`src/rtl/htlb_pkg.sv`:
```
package htlb_pkg;

    // default strip length
    localparam int NUM_LEDS_DEF = 32;

    // field widths
    localparam int ACT_W       = 2;
    localparam int HUE_W       = 16;
    localparam int VAL_W       = 16;
    localparam int PIX_IDX_W   = 5;
    localparam int CH_W        = 8;

    // action codes
    localparam logic [ACT_W-1:0] ACT_WRITE = 2'd0;
    localparam logic [ACT_W-1:0] ACT_DECAY = 2'd1;
    localparam logic [ACT_W-1:0] ACT_CLEAR = 2'd2;

    // controller to datapath commands
    typedef struct packed {
        logic load_write;
        logic load_decay;
        logic load_clear;
        logic rd_issue;
        logic mul_en;
        logic wb_en;
        logic conv_en;
        logic out_load;
        logic out_clear;
        logic out_refresh;
        logic out_last;
        logic cnt_inc;
    } htlb_cmd_t;

    // datapath to controller status
    typedef struct packed {
        logic cnt_last;
        logic out_free;
    } htlb_stat_t;

endpackage

```
`src/rtl/htlb_ram.sv`:
```
module htlb_ram #(
    parameter int WIDTH = 32,
    parameter int DEPTH = 32
) (
    input  logic                     clk,
    input  logic                     we,
    input  logic [$clog2(DEPTH)-1:0] waddr,
    input  logic [WIDTH-1:0]         wdata,
    input  logic                     re,
    input  logic [$clog2(DEPTH)-1:0] raddr,
    output logic [WIDTH-1:0]         rdata
);

    logic [WIDTH-1:0] mem [DEPTH];
    logic [WIDTH-1:0] rdata_reg;

    // one write port, one registered read port
    always_ff @(posedge clk) begin
        if (we) begin
            mem[waddr] <= wdata;
        end
        if (re) begin
            rdata_reg <= mem[raddr];
        end
    end

    assign rdata = rdata_reg;

endmodule

```
`src/rtl/htlb_ctrl.sv`:
```
module htlb_ctrl (
    input  logic                         aclk,
    input  logic                         aresetn,
    input  logic                         s_valid,
    output logic                         s_ready,
    input  logic [htlb_pkg::ACT_W-1:0]   s_action,
    input  htlb_pkg::htlb_stat_t         stat,
    output htlb_pkg::htlb_cmd_t          cmd
);

    typedef enum logic [2:0] {
        ST_IDLE,
        ST_RD,
        ST_MUL,
        ST_WB,
        ST_CONV,
        ST_OUT
    } state_t;

    typedef enum logic [1:0] {
        MODE_WRITE,
        MODE_DECAY,
        MODE_CLEAR
    } mode_t;

    state_t state_reg, state_next;
    mode_t  mode_reg, mode_next;

    // next state and command decode
    always_comb begin
        state_next = state_reg;
        mode_next  = mode_reg;
        cmd        = '0;
        s_ready    = 1'b0;
        case (state_reg)
            ST_IDLE: begin
                s_ready = 1'b1;
                if (s_valid) begin
                    case (s_action)
                        htlb_pkg::ACT_WRITE: begin
                            cmd.load_write = 1'b1;
                            mode_next      = MODE_WRITE;
                            state_next     = ST_CONV;
                        end
                        htlb_pkg::ACT_DECAY: begin
                            cmd.load_decay = 1'b1;
                            mode_next      = MODE_DECAY;
                            state_next     = ST_RD;
                        end
                        htlb_pkg::ACT_CLEAR: begin
                            cmd.load_clear = 1'b1;
                            mode_next      = MODE_CLEAR;
                            state_next     = ST_OUT;
                        end
                        default: begin
                            state_next = ST_IDLE;
                        end
                    endcase
                end
            end
            ST_RD: begin
                cmd.rd_issue = 1'b1;
                state_next   = ST_MUL;
            end
            ST_MUL: begin
                cmd.mul_en = 1'b1;
                state_next = ST_WB;
            end
            ST_WB: begin
                cmd.wb_en  = 1'b1;
                state_next = ST_CONV;
            end
            ST_CONV: begin
                cmd.conv_en = 1'b1;
                state_next  = ST_OUT;
            end
            ST_OUT: begin
                cmd.out_clear   = (mode_reg == MODE_CLEAR);
                cmd.out_refresh = (mode_reg == MODE_WRITE);
                cmd.out_last    = (mode_reg != MODE_DECAY) || stat.cnt_last;
                if (stat.out_free) begin
                    cmd.out_load = 1'b1;
                    if ((mode_reg == MODE_DECAY) && !stat.cnt_last) begin
                        cmd.cnt_inc = 1'b1;
                        state_next  = ST_RD;
                    end else begin
                        state_next = ST_IDLE;
                    end
                end
            end
            default: begin
                state_next = ST_IDLE;
            end
        endcase
    end

    // state and mode registers
    always_ff @(posedge aclk) begin
        if (!aresetn) begin
            state_reg <= ST_IDLE;
            mode_reg  <= MODE_WRITE;
        end else begin
            state_reg <= state_next;
            mode_reg  <= mode_next;
        end
    end

endmodule

```
`src/rtl/htlb_dp.sv`:
```
module htlb_dp #(
    parameter int NUM_LEDS = htlb_pkg::NUM_LEDS_DEF
) (
    input  logic                             aclk,
    input  logic                             aresetn,
    input  htlb_pkg::htlb_cmd_t              cmd,
    output htlb_pkg::htlb_stat_t             stat,
    input  logic [htlb_pkg::VAL_W-1:0]       s_brightness,
    input  logic [htlb_pkg::HUE_W-1:0]       s_hue,
    input  logic [htlb_pkg::VAL_W-1:0]       s_fade,
    output logic                             m_valid,
    input  logic                             m_ready,
    output logic [htlb_pkg::PIX_IDX_W-1:0]   m_pixel_index,
    output logic [htlb_pkg::CH_W-1:0]        m_red,
    output logic [htlb_pkg::CH_W-1:0]        m_green,
    output logic [htlb_pkg::CH_W-1:0]        m_blue,
    output logic                             m_refresh,
    output logic                             m_clear_all,
    output logic                             m_last
);

    localparam int IDX_W   = $clog2(NUM_LEDS);
    localparam int HUE_W   = htlb_pkg::HUE_W;
    localparam int VAL_W   = htlb_pkg::VAL_W;
    localparam int CH_W    = htlb_pkg::CH_W;
    localparam int PIX_W   = htlb_pkg::PIX_IDX_W;
    localparam int ENT_W   = HUE_W + VAL_W;
    localparam int T_W     = HUE_W + 1;
    localparam int XP_W    = VAL_W + T_W;
    localparam logic [IDX_W-1:0] IDX_MAX = IDX_W'(NUM_LEDS - 1);

    // hue sectors
    localparam logic [2:0] SEC_RED_UP    = 3'd0;
    localparam logic [2:0] SEC_GRN_DOWN  = 3'd1;
    localparam logic [2:0] SEC_GRN_UP    = 3'd2;
    localparam logic [2:0] SEC_BLU_DOWN  = 3'd3;
    localparam logic [2:0] SEC_BLU_UP    = 3'd4;

    logic [IDX_W-1:0]     wr_idx_reg;
    logic [IDX_W-1:0]     cnt_reg;
    logic [IDX_W-1:0]     pix_idx_reg;
    logic [VAL_W-1:0]     fade_reg;
    logic [HUE_W-1:0]     hue_reg;
    logic [VAL_W-1:0]     val_reg;
    logic [2*VAL_W-1:0]   prod_reg;
    logic [NUM_LEDS-1:0]  valid_reg;
    logic                 rd_valid_reg;
    logic [2:0]           sector_reg;
    logic [XP_W-1:0]      xprod_reg;
    logic [CH_W-1:0]      full_reg;

    logic                 m_valid_reg;
    logic [PIX_W-1:0]     m_idx_reg;
    logic [CH_W-1:0]      m_red_reg;
    logic [CH_W-1:0]      m_green_reg;
    logic [CH_W-1:0]      m_blue_reg;
    logic                 m_refresh_reg;
    logic                 m_clear_reg;
    logic                 m_last_reg;

    logic [IDX_W-1:0]     idx_new;
    logic                 ram_we;
    logic [IDX_W-1:0]     ram_waddr;
    logic [ENT_W-1:0]     ram_wdata;
    logic [ENT_W-1:0]     ram_rdata;
    logic [ENT_W-1:0]     entry;
    logic [VAL_W:0]       nv_raw;
    logic [VAL_W-1:0]     nv;
    logic [HUE_W+2:0]     hh;
    logic [2:0]           sector;
    logic [T_W-1:0]       t_fac;
    logic [VAL_W+7:0]     full_prod;
    logic [CH_W:0]        full_raw;
    logic [XP_W+7:0]      x_prod;
    logic [9:0]           x_raw;
    logic [CH_W-1:0]      x_ch;
    logic [IDX_W+PIX_W-1:0] pix_ext;

    // next write index: steps forward on a nonzero brightness
    always_comb begin
        idx_new = wr_idx_reg;
        if (s_brightness != '0) begin
            idx_new = (wr_idx_reg == IDX_MAX) ? '0 : wr_idx_reg + 1'b1;
        end
    end

    // entry store write port
    assign ram_we    = cmd.load_write | cmd.wb_en;
    assign ram_waddr = cmd.load_write ? idx_new : cnt_reg;
    assign ram_wdata = cmd.load_write ? {s_hue, s_brightness} : {hue_reg, nv};

    htlb_ram #(
        .WIDTH (ENT_W),
        .DEPTH (NUM_LEDS)
    ) u_ram (
        .clk   (aclk),
        .we    (ram_we),
        .waddr (ram_waddr),
        .wdata (ram_wdata),
        .re    (cmd.rd_issue),
        .raddr (cnt_reg),
        .rdata (ram_rdata)
    );

    // an entry never written reads as zero
    assign entry = rd_valid_reg ? ram_rdata : '0;

    // decayed value, saturated
    assign nv_raw = prod_reg[2*VAL_W-1:VAL_W-1];
    assign nv     = nv_raw[VAL_W] ? '1 : nv_raw[VAL_W-1:0];

    // hue to sector and rising factor
    assign hh     = {1'b0, hue_reg, 2'b00} + {2'b00, hue_reg, 1'b0};
    assign sector = hh[HUE_W+2:HUE_W];
    assign t_fac  = sector[0] ? (T_W'(1) << HUE_W) - {1'b0, hh[HUE_W-1:0]}
                              : {1'b0, hh[HUE_W-1:0]};

    // primary channel: value * 255 / 2^15
    assign full_prod = {val_reg, 8'd0} - {8'd0, val_reg};
    assign full_raw  = full_prod[VAL_W+7:VAL_W-1];

    // secondary channel: (value * t) * 255 / 2^31
    assign x_prod = {xprod_reg, 8'd0} - {8'd0, xprod_reg};
    assign x_raw  = x_prod[XP_W+7:31];
    assign x_ch   = (x_raw > 10'd255) ? '1 : x_raw[CH_W-1:0];

    assign pix_ext = {{PIX_W{1'b0}}, pix_idx_reg};

    // control registers
    always_ff @(posedge aclk) begin
        if (!aresetn) begin
            wr_idx_reg  <= '0;
            cnt_reg     <= '0;
            valid_reg   <= '0;
            m_valid_reg <= 1'b0;
        end else begin
            if (cmd.load_write) begin
                wr_idx_reg         <= idx_new;
                valid_reg[idx_new] <= 1'b1;
            end
            if (cmd.load_clear) begin
                wr_idx_reg <= '0;
            end
            if (cmd.load_decay) begin
                cnt_reg <= '0;
            end else if (cmd.cnt_inc) begin
                cnt_reg <= cnt_reg + 1'b1;
            end
            if (cmd.wb_en) begin
                valid_reg[cnt_reg] <= 1'b1;
            end
            if (cmd.out_load) begin
                m_valid_reg <= 1'b1;
            end else if (m_ready) begin
                m_valid_reg <= 1'b0;
            end
        end
    end

    // payload registers
    always_ff @(posedge aclk) begin
        if (cmd.load_write) begin
            hue_reg     <= s_hue;
            val_reg     <= s_brightness;
            pix_idx_reg <= idx_new;
        end
        if (cmd.load_decay) begin
            fade_reg <= s_fade;
        end
        if (cmd.rd_issue) begin
            rd_valid_reg <= valid_reg[cnt_reg];
        end
        if (cmd.mul_en) begin
            hue_reg  <= entry[ENT_W-1:VAL_W];
            prod_reg <= entry[VAL_W-1:0] * fade_reg;
        end
        if (cmd.wb_en) begin
            val_reg     <= nv;
            pix_idx_reg <= cnt_reg;
        end
        if (cmd.conv_en) begin
            sector_reg <= sector;
            xprod_reg  <= val_reg * t_fac;
            full_reg   <= full_raw[CH_W] ? '1 : full_raw[CH_W-1:0];
        end
        if (cmd.out_load) begin
            m_refresh_reg <= cmd.out_refresh;
            m_clear_reg   <= cmd.out_clear;
            m_last_reg    <= cmd.out_last;
            if (cmd.out_clear) begin
                m_idx_reg   <= '0;
                m_red_reg   <= '0;
                m_green_reg <= '0;
                m_blue_reg  <= '0;
            end else begin
                m_idx_reg <= pix_ext[PIX_W-1:0];
                case (sector_reg)
                    SEC_RED_UP: begin
                        m_red_reg   <= full_reg;
                        m_green_reg <= x_ch;
                        m_blue_reg  <= '0;
                    end
                    SEC_GRN_DOWN: begin
                        m_red_reg   <= x_ch;
                        m_green_reg <= full_reg;
                        m_blue_reg  <= '0;
                    end
                    SEC_GRN_UP: begin
                        m_red_reg   <= '0;
                        m_green_reg <= full_reg;
                        m_blue_reg  <= x_ch;
                    end
                    SEC_BLU_DOWN: begin
                        m_red_reg   <= '0;
                        m_green_reg <= x_ch;
                        m_blue_reg  <= full_reg;
                    end
                    SEC_BLU_UP: begin
                        m_red_reg   <= x_ch;
                        m_green_reg <= '0;
                        m_blue_reg  <= full_reg;
                    end
                    default: begin
                        m_red_reg   <= full_reg;
                        m_green_reg <= '0;
                        m_blue_reg  <= x_ch;
                    end
                endcase
            end
        end
    end

    assign stat.cnt_last = (cnt_reg == IDX_MAX);
    assign stat.out_free = !m_valid_reg || m_ready;

    assign m_valid       = m_valid_reg;
    assign m_pixel_index = m_idx_reg;
    assign m_red         = m_red_reg;
    assign m_green       = m_green_reg;
    assign m_blue        = m_blue_reg;
    assign m_refresh     = m_refresh_reg;
    assign m_clear_all   = m_clear_reg;
    assign m_last        = m_last_reg;

endmodule

```
`src/rtl/hue_trail_led_buffer_top.sv`:
```
// Hue trail LED buffer: a ring of NUM_LEDS hue/value entries turned into RGB pixels at
// full saturation. A write item (action 0) steps the write index when brightness is
// nonzero, stores the entry and returns one pixel with refresh set. A decay item
// (action 1) scales every stored value by fade and returns NUM_LEDS pixels in index
// order, last set on the final one. A clear item (action 2) rewinds the write index and
// returns one clear_all result; action 3 returns nothing. One item is worked at a time:
// a write goes through the convert and output steps, a clear through the output step only,
// and a decay runs the controller's read, multiply, write-back, convert and output steps
// for each LED through the entry RAM. The store reads as zero after reset through one
// valid bit per entry, so no clearing pass is needed. The result sits in an output
// register, so a new item is taken while the last result still waits for m_ready.
module hue_trail_led_buffer_top #(
    parameter int NUM_LEDS = htlb_pkg::NUM_LEDS_DEF
) (
    input  logic                             aclk,
    input  logic                             aresetn,
    input  logic                             s_valid,
    output logic                             s_ready,
    input  logic [htlb_pkg::ACT_W-1:0]       s_action,
    input  logic [htlb_pkg::VAL_W-1:0]       s_brightness,
    input  logic [htlb_pkg::HUE_W-1:0]       s_hue,
    input  logic [htlb_pkg::VAL_W-1:0]       s_fade,
    output logic                             m_valid,
    input  logic                             m_ready,
    output logic [htlb_pkg::PIX_IDX_W-1:0]   m_pixel_index,
    output logic [htlb_pkg::CH_W-1:0]        m_red,
    output logic [htlb_pkg::CH_W-1:0]        m_green,
    output logic [htlb_pkg::CH_W-1:0]        m_blue,
    output logic                             m_refresh,
    output logic                             m_clear_all,
    output logic                             m_last
);

    htlb_pkg::htlb_cmd_t  cmd;
    htlb_pkg::htlb_stat_t stat;

    // sequencer
    htlb_ctrl u_ctrl (
        .aclk     (aclk),
        .aresetn  (aresetn),
        .s_valid  (s_valid),
        .s_ready  (s_ready),
        .s_action (s_action),
        .stat     (stat),
        .cmd      (cmd)
    );

    // entry store, color conversion and output register
    htlb_dp #(
        .NUM_LEDS (NUM_LEDS)
    ) u_dp (
        .aclk          (aclk),
        .aresetn       (aresetn),
        .cmd           (cmd),
        .stat          (stat),
        .s_brightness  (s_brightness),
        .s_hue         (s_hue),
        .s_fade        (s_fade),
        .m_valid       (m_valid),
        .m_ready       (m_ready),
        .m_pixel_index (m_pixel_index),
        .m_red         (m_red),
        .m_green       (m_green),
        .m_blue        (m_blue),
        .m_refresh     (m_refresh),
        .m_clear_all   (m_clear_all),
        .m_last        (m_last)
    );

`ifndef NO_ASSERTIONS
    // a pending result is never overwritten
    a_out_no_overwrite: assert property (@(posedge aclk) disable iff (!aresetn)
        cmd.out_load |-> stat.out_free)
        else $error("output register loaded while a result is pending");

    // a clear result carries a blank pixel and ends its item
    a_clear_blank: assert property (@(posedge aclk) disable iff (!aresetn)
        (m_valid && m_clear_all) |-> (m_red == '0 && m_green == '0 && m_blue == '0
                                      && m_pixel_index == '0 && !m_refresh && m_last))
        else $error("clear result not blank");

    // a write pixel is the only result of its item
    a_refresh_last: assert property (@(posedge aclk) disable iff (!aresetn)
        (m_valid && m_refresh) |-> (m_last && !m_clear_all))
        else $error("refresh pixel not marked last");

    // no new item is taken during the read, multiply, write-back or convert step of any item
    a_sweep_busy: assert property (@(posedge aclk) disable iff (!aresetn)
        (cmd.rd_issue || cmd.mul_en || cmd.wb_en || cmd.conv_en) |-> !s_ready)
        else $error("input accepted during pixel work");
`endif

endmodule

```
`config.mk`:
```
export PLATFORM = sky130hd
export DESIGN_NAME = hue_trail_led_buffer_top
export DESIGN_NICKNAME = d
export VERILOG_FILES = /design/src/rtl/htlb_pkg.sv /design/src/rtl/htlb_ram.sv /design/src/rtl/htlb_ctrl.sv /design/src/rtl/htlb_dp.sv /design/src/rtl/hue_trail_led_buffer_top.sv
export SDC_FILE = /design/constraint.sdc
export NUM_CORES = 2
export LEC_CHECK = 0
export BUFFER_PORTS_ARGS = -buffer_cell sky130_fd_sc_hd__buf_2
export CORE_AREA = 5 5 313 391
export DETAILED_ROUTE_END_ITERATION = 12
export DIE_AREA = 0 0 318 396
export PLACE_DENSITY = 0.77
export SLEW_MARGIN = 20
export SYNTH_ARGS = -nofsm -noshare
export SYNTH_HDL_FRONTEND = slang
export SYNTH_SLANG_ARGS = --single-unit
```
`constraint.sdc`:
```
create_clock -name aclk -period 7.4 [get_ports aclk]
set_clock_uncertainty 0.05 [all_clocks]
set_input_delay 1.48 -clock aclk [delete_from_list [all_inputs] [get_ports aclk]]
set_output_delay 1.48 -clock aclk [all_outputs]
set_load 0.05 [all_outputs]
```
# Word level (Yosys, flattened, before mapping)
# Memories as Yosys holds them, arrays and structs flattened. A register that Yosys moved wholly into a read port is not among the register bits.
# Index checks and enable logic that the tools add are counted.
# classes
add_sub_neg	6
multipliers	2
n_lt_le_gt_ge	5
n_eq_ne	18
n_mux	50
bitwise_logic	4
reduce_logical	26
# op_table
op	count
32-bit two-way mux	5
16-bit two-way mux	5
32-bit bitwise OR	2
8-bit one-hot mux with 2 select lines	3
41-bit by 33-bit subtractor with 41-bit output	1
16-bit by 17-bit multiplier with 33-bit output	1
16-bit by 16-bit multiplier with 32-bit output	1
5-bit two-way mux	6
24-bit by 16-bit subtractor with 24-bit output	1
18-bit by 17-bit adder with 19-bit output	1
1-bit two-way mux	19
3-bit one-hot mux with 6 select lines	1
17-bit two-way mux	1
17-bit by 16-bit subtractor with 17-bit output (first input constant)	1
16-bit nonzero test	1
2-bit OR reduction	8
3-bit by 2-bit == test with 1-bit output (second input constant)	4
5-bit by 6-bit less-than comparator with 1-bit output (second input constant)	2
3-bit two-way mux	4
5-bit by 1-bit adder with 5-bit output (second input constant)	2
1-bit demux with 5-bit select	2
5-bit == test (second input constant)	2
5-bit by 1-bit >= comparator with 1-bit output (second input constant)	2
10-bit by 8-bit greater-than comparator with 1-bit output (second input constant)	1
other kinds (21)	35
# word_totals
ff_bits	210
ramBits	1024
inputBits	54
out_inout_bits	34
word_cells	134
n_memories	1
# memory_table
memory	depth	word_bits	rd	rd_ports_with_merged_regs	wr	line_no	rtl
u_dp.u_ram.mem	32	32	1	1	1	htlb_ram.sv:14	logic [WIDTH-1:0] mem [DEPTH];

# Logic depth before layout (Yosys ltp)
# depth
ltp_word	12
ltp_mapped	36
depth_no_buf	33

# By module
# Synthesis repeated with hierarchy kept, for this count alone.
# unflattened
cells_unflattened	5235
hier_area_um2	68515.7
# by_module_without_submodules
module	instances	cells_each	area_each_um2
htlb_ram	1	2260	40805.4
htlb_dp	1	2920	27232.4
htlb_ctrl	1	55	478.0

# Least setup slack after synthesis
# OpenSTA, ideal clock, no wires.
# synth_timing
path_type	flip-flop to flip-flop
startpoint	register u_dp.hue_reg[0]
endpoint	register u_dp.xprod_reg[30], data pin
setup_ps	158
arrival_ps	7939
required_time_ps	7192
slack_ps	-747
stages_incl_launch_ff	34
path_cell_list	edfxtp_1 -> ha_1 -> inv_1 -> fa_1 -> nor2b_1 -> o31a_1 -> o21ai_2 -> a21oi_2 -> o41ai_2 -> xnor2_1 -> buf_6 -> inv_2 -> buf_4 -> a21oi_1 -> clkbuf_1 -> o21ai_0 -> fa_1 -> inv_1 -> fa_1 -> fa_1 -> inv_1 -> fa_1 -> fa_1 -> fa_1 -> inv_1 -> ha_1 -> a21oi_1 -> nand3_1 -> a21o_1 -> a41o_1 -> o211ai_1 -> a21oi_1 -> or4_1 -> o211ai_1
# synth_via
word_cells_on_any_way	4
# synth_rtl
item	line_no	rtl
from (decl)	htlb_dp.sv:43	logic [HUE_W-1:0] hue_reg;
from (signal assigned)	htlb_dp.sv:163	hue_reg <= s_hue;
from (signal assigned)	htlb_dp.sv:174	hue_reg <= entry[ENT_W-1:VAL_W];
18-bit by 17-bit adder with 19-bit output	htlb_dp.sv:113	assign hh = {1'b0, hue_reg, 2'b00} + {2'b00, hue_reg, 1'b0};
via u_dp.hh[16]	htlb_dp.sv:69	logic [HUE_W+2:0] hh;
17-bit two-way mux	htlb_dp.sv:115	assign t_fac = sector[0] ? (T_W'(1) << HUE_W) - {1'b0, hh[HUE_W-1:0]}
16-bit by 17-bit multiplier with 33-bit output	htlb_dp.sv:183	xprod_reg <= val_reg * t_fac;
to (signal assigned)	htlb_dp.sv:183	
to (decl)	htlb_dp.sv:49	logic [XP_W-1:0] xprod_reg;
# The timed path passes the listed nets, and every way through them passes these cells.
# A chain may end at the register's enable or synchronous reset.

# Final worst setup path
# layout_timing
startpoint	register u_dp.hue_reg[7]
endpoint	register u_dp.xprod_reg[30], data pin
# layout_via
elab_chain_cells	4
# layout_lines
item	line_no
18-bit by 17-bit adder with 19-bit output *	htlb_dp.sv:113
17-bit by 16-bit subtractor with 17-bit output	htlb_dp.sv:115
17-bit two-way mux *	htlb_dp.sv:115
16-bit by 17-bit multiplier with 33-bit output *	htlb_dp.sv:183
# Every way passes the cells marked *; elsewhere a longest branch is shown, timed or not.

==> metrics.txt <==
# TYPE chip_impl_metric gauge
chip_impl_metric{name="timing.critical_path.required",unit="ns"} 7.92
chip_impl_metric{name="multi_input_comb_area",unit="µm²"} 28890
chip_impl_metric{name="i_o_pins",unit=""} 88
chip_impl_metric{name="die_ht",unit="µm"} 396
chip_impl_metric{name="biggest_cell_delay_along_the_critical_path",unit="ns"} 0.55
chip_impl_metric{name="number_of_flip_flops_under_the_largest_register_name",unit=""} 1024
chip_impl_metric{name="port_buffers",unit=""} 87
chip_impl_metric{name="clock_pin_slew_on_the_worst_setup_and_hold_paths",unit="ns"} 0.07
chip_impl_metric{name="fp.coreArea",unit="µm²"} 118000
chip_impl_metric{name="critical_path_arrival",unit="ns"} 8.47
chip_impl_metric{name="rr_worst_depth",unit=""} 32
chip_impl_metric{name="route.vias.total",unit=""} 43360
chip_impl_metric{name="synthCells",unit=""} 4816
chip_impl_info{name="worst_hold_path_type",value="flip-flop to flip-flop"} 1
chip_impl_metric{name="synth-async-reset-ratio",unit="%"} 0
chip_impl_metric{name="synthDistinctLibCells",unit=""} 89
chip_impl_info{name="synth_flop_cell",value="sky130_fd_sc_hd__edfxtp_1"} 1
chip_impl_metric{name="grtUsageTotal",unit="%"} 29.71
chip_impl_info{name="rr_endpoint",value="u_dp.xprod_reg[30]$_DFFE_PP_"} 1
chip_impl_metric{name="hold_slack",unit="ns"} 0.4559
chip_impl_metric{name="max_cap_violations",unit=""} 0
chip_impl_metric{name="worst_skew_pair.late_latency",unit="ns"} 0.73
chip_impl_metric{name="final_antenna_net_count",unit=""} 0
chip_impl_metric{name="place.gp.congestion",unit=""} 0.9909
chip_impl_metric{name="rrSetupSlack",unit="ns"} -0.56
chip_impl_metric{name="routed_wl",unit="mm"} 189.6
chip_impl_metric{name="dp_hpwl",unit="mm"} 120.3
chip_impl_info{name="worstSetupStartpointType",value="flip-flop"} 1
chip_impl_metric{name="drt_first_iter_violations",unit=""} 5124
chip_impl_metric{name="post_synth_instance_area",unit="µm²"} 67980
chip_impl_metric{name="synth_area_in_simple_gates",unit="%"} 7.303
chip_impl_metric{name="final_max_slew_viol_count",unit=""} 0
chip_impl_info{name="critPathKind",value="flip-flop to flip-flop"} 1
chip_impl_info{name="worstReg2RegStart",value="u_dp.hue_reg[7]$_DFFE_PP_"} 1
chip_impl_metric{name="number_of_enable_flip_flop_cells_after_synthesis",unit=""} 1202
chip_impl_metric{name="sequential_cell_area_fraction_in_the_yosys_report",unit="%"} 54.51
chip_impl_metric{name="wire_length_of_the_first_global_routing_pass",unit="mm"} 280.9
chip_impl_metric{name="tightestPinTransition",unit="ns"} 1.140
chip_impl_metric{name="postLayoutSetupSlackWorst",unit="ns"} -0.5556
chip_impl_metric{name="clock-sinks",unit=""} 1250
chip_impl_info{name="most_frequent_standard_cell_in_the_layout_excluding_fill_and_tap_cells",value="sky130_fd_sc_hd__edfxtp_1"} 1
chip_impl_metric{name="cts_inserted_buffers",unit=""} 109
chip_impl_metric{name="postSynthRegisterBits",unit=""} 1250
chip_impl_info{name="critPathCaptureType",value="flip-flop"} 1
chip_impl_metric{name="timing.final.hold_violations",unit=""} 0
chip_impl_info{name="layout.cells.most_common_list",value="sky130_fd_sc_hd__edfxtp_1 (1202), sky130_fd_sc_hd__inv_1 (518), sky130_fd_sc_hd__nand2_1 (409), sky130_fd_sc_hd__fa_1 (381), sky130_fd_sc_hd__buf_4 (328)"} 1
chip_impl_metric{name="fin_nets",unit=""} 5837
chip_impl_metric{name="f_max",unit="MHz"} 125.7
chip_impl_metric{name="post_route_minimum_period",unit="ns"} 7.956
chip_impl_metric{name="htreeDepth",unit=""} 3
chip_impl_metric{name="finalSetupViolations",unit=""} 18
chip_impl_metric{name="ff_latch_area",unit="µm²"} 37060
chip_impl_metric{name="final_core_util",unit="%"} 65.19
chip_impl_metric{name="wire_per_inst",unit="µm"} 27.92
chip_impl_metric{name="yosysWarningCount",unit=""} 0
chip_impl_metric{name="syn_to_final_growth",unit="%"} 13.19
chip_impl_metric{name="layout_worst_path_cycle_share",unit="%"} 107.5
chip_impl_metric{name="drive_above_1_share",unit="%"} 21.25
chip_impl_info{name="grt_setup_unrepaired",value="yes"} 1
chip_impl_metric{name="global_route.overflow_total",unit=""} 0
chip_impl_metric{name="synth_area_per_cell",unit="µm²"} 14.12
chip_impl_metric{name="die_area",unit="µm²"} 125900
chip_impl_metric{name="crit_fanout",unit=""} 11
chip_impl_metric{name="die_x",unit="µm"} 318
chip_impl_metric{name="route.detailed.vias_per_inst",unit=""} 6.385
chip_impl_metric{name="relSlewSlack",unit="%"} 23.99
chip_impl_info{name="outcome",value="finished with violations"} 1
chip_impl_info{name="clk_root_buffer_cell",value="sky130_fd_sc_hd__clkbuf_16"} 1
chip_impl_info{name="synth_top_area_cell",value="sky130_fd_sc_hd__edfxtp_1"} 1
chip_impl_metric{name="syn_nets",unit=""} 5526
chip_impl_info{name="cp-endpoint",value="u_dp.xprod_reg[30]$_DFFE_PP_"} 1
chip_impl_metric{name="post_synth_mux_area_share",unit="%"} 9.871
chip_impl_metric{name="area_fraction_in_compound_gates_after_synthesis",unit="%"} 6.578
chip_impl_metric{name="drt_pre_antenna_iters",unit=""} 6
chip_impl_info{name="cts_tree",value="yes"} 1
chip_impl_metric{name="synthXorXnorAreaFrac",unit="%"} 0.9258
chip_impl_metric{name="floorplan.rows",unit=""} 141
chip_impl_info{name="registers.top_by_ff_count",value="u_dp.u_ram.mem"} 1
chip_impl_metric{name="synth_largest_type_area_fraction",unit="%"} 53.10
chip_impl_info{name="dominant_combinational_cell_family_by_area_after_synthesis",value="adder cells"} 1
chip_impl_info{name="crit_top_cell",value="sky130_fd_sc_hd__fa_1"} 1
chip_impl_metric{name="initial_core_utilization",unit="%"} 57.60
chip_impl_info{name="critical-path-slowest-cell",value="sky130_fd_sc_hd__fa_1"} 1
chip_impl_info{name="synthTopCellsByArea",value="sky130_fd_sc_hd__edfxtp_1 (53%), sky130_fd_sc_hd__fa_1 (11%), sky130_fd_sc_hd__mux4_2 (8.7%)"} 1
chip_impl_metric{name="antenna_found_initial",unit=""} 4
chip_impl_metric{name="ctsLongestPathBuffers",unit=""} 3
chip_impl_info{name="violations",value="negative setup slack"} 1
chip_impl_metric{name="post_synth_fa_ha_maj_area_fraction",unit="%"} 16.36
chip_impl_metric{name="maximum_number_of_pins_on_one_net_before_global_route_repair",unit=""} 137
chip_impl_metric{name="fillers",unit=""} 7959
chip_impl_metric{name="first_global_vias",unit=""} 44730
chip_impl_info{name="crit_path_start",value="u_dp.hue_reg[7]$_DFFE_PP_"} 1
chip_impl_metric{name="post-route-drc-count",unit=""} 0
-- critical path, delay by kind of cell, from the launching register on --
family / cells / cell delay (ns)
flip-flops: 1 / 0.49
XOR/XNOR: 1 / 0.21
buffers and inverters: 9 / 0.98
AO/OA/AOI/OAI: 12 / 2.02
adder cells (fa/ha/maj): 8 / 3.55
AND/OR/NAND/NOR: 2 / 0.48
-- through the flow --
step	setup slack [ns]	area (µm²)	setup TNS, ns	std cells
2_1_floorplan	-0.3416	68160	-2.828	4816
3_3_place_gp	-0.7029	72580	-9.581	6556
3_5_place_dp	-0.8259	72600	-11.54	6557
4_1_cts	-0.5431	76530	-7.279	6773
5_1_grt	-0.8035	76940	-12.02	6788
6_report	-0.5556	76940	-7.185	6791
-- logic make-up (layout without fill, tap and decap cells) --
kind of cell	after synthesis	count (layout)
AOI/OAI and AO/OA	681	681
xor gates and xnor gates	71	71
adders and majority gates	656	656
buffers and inverters	784	1183
DFF	1250	1250
muxes	337	337
other	0	3
and+or+nand+nor	1037	1037
-- worst min path at each step --
| stage | from | to | slack [ns] | cells after the start |
|---|---|---|---|---|
| finish | u_dp.valid_reg[10]$_SDFF_PN0_ | u_dp.valid_reg[10]$_SDFF_PN0_ | 0.46 | 2 |
| global route | u_dp.valid_reg[0]$_SDFF_PN0_ | u_dp.valid_reg[0]$_SDFF_PN0_ | 0.49 | 2 |
| CTS | u_dp.valid_reg[10]$_SDFF_PN0_ | u_dp.valid_reg[10]$_SDFF_PN0_ | 0.45 | 2 |
| detailed placement | u_dp.valid_reg[10]$_SDFF_PN0_ | u_dp.valid_reg[10]$_SDFF_PN0_ | 0.43 | 2 |
| global placement | u_dp.valid_reg[26]$_SDFF_PN0_ | u_dp.valid_reg[26]$_SDFF_PN0_ | 0.42 | 2 |
| floorplan | u_dp.valid_reg[10]$_SDFF_PN0_ | u_dp.valid_reg[10]$_SDFF_PN0_ | 0.41 | 2 |
-- synthesized netlist by cell type (all sizes together) (131+ instances only) --
cell type	number
edfxtp	1202
inv	525
nand2	412
fa	388
ha	268
mux4	264
o21ai	201
nor2	194
clkbuf	188
a21oi	136
and3	132
a22oi	131
-- layout make-up --
class	instances	area share (%)
clock buffers	127	3.660
diodes	3	0.009757
multi-input cells	2782	37.55
flip-flops and latches	1250	48.17
repair buffers	453	4.525
well taps	1573	2.558
clock inverters	72	0.9318
inverters	531	2.594
-- repair_timing --
action                     in CTS  in global routing
hold buffers                    0                  0
buffers inserted               18                 17
setup endpoints to repair      19                 24
pin swaps                      29                 24
resized for setup              66                 62
-- per-layer routing --
layer	part of all wire, %	vias up	global-route usage (%)
li1	-	18180	-
met1	34	21780	36.00
met2	50	2745	51.46
met3	9.0	659	4.789
met4	6.6	2	16.13
met5	0.0063	-	0
Power is left out: the tool's default activity adds up to more than one toggle a clock period on the data nets, which glitch-free logic cannot reach.
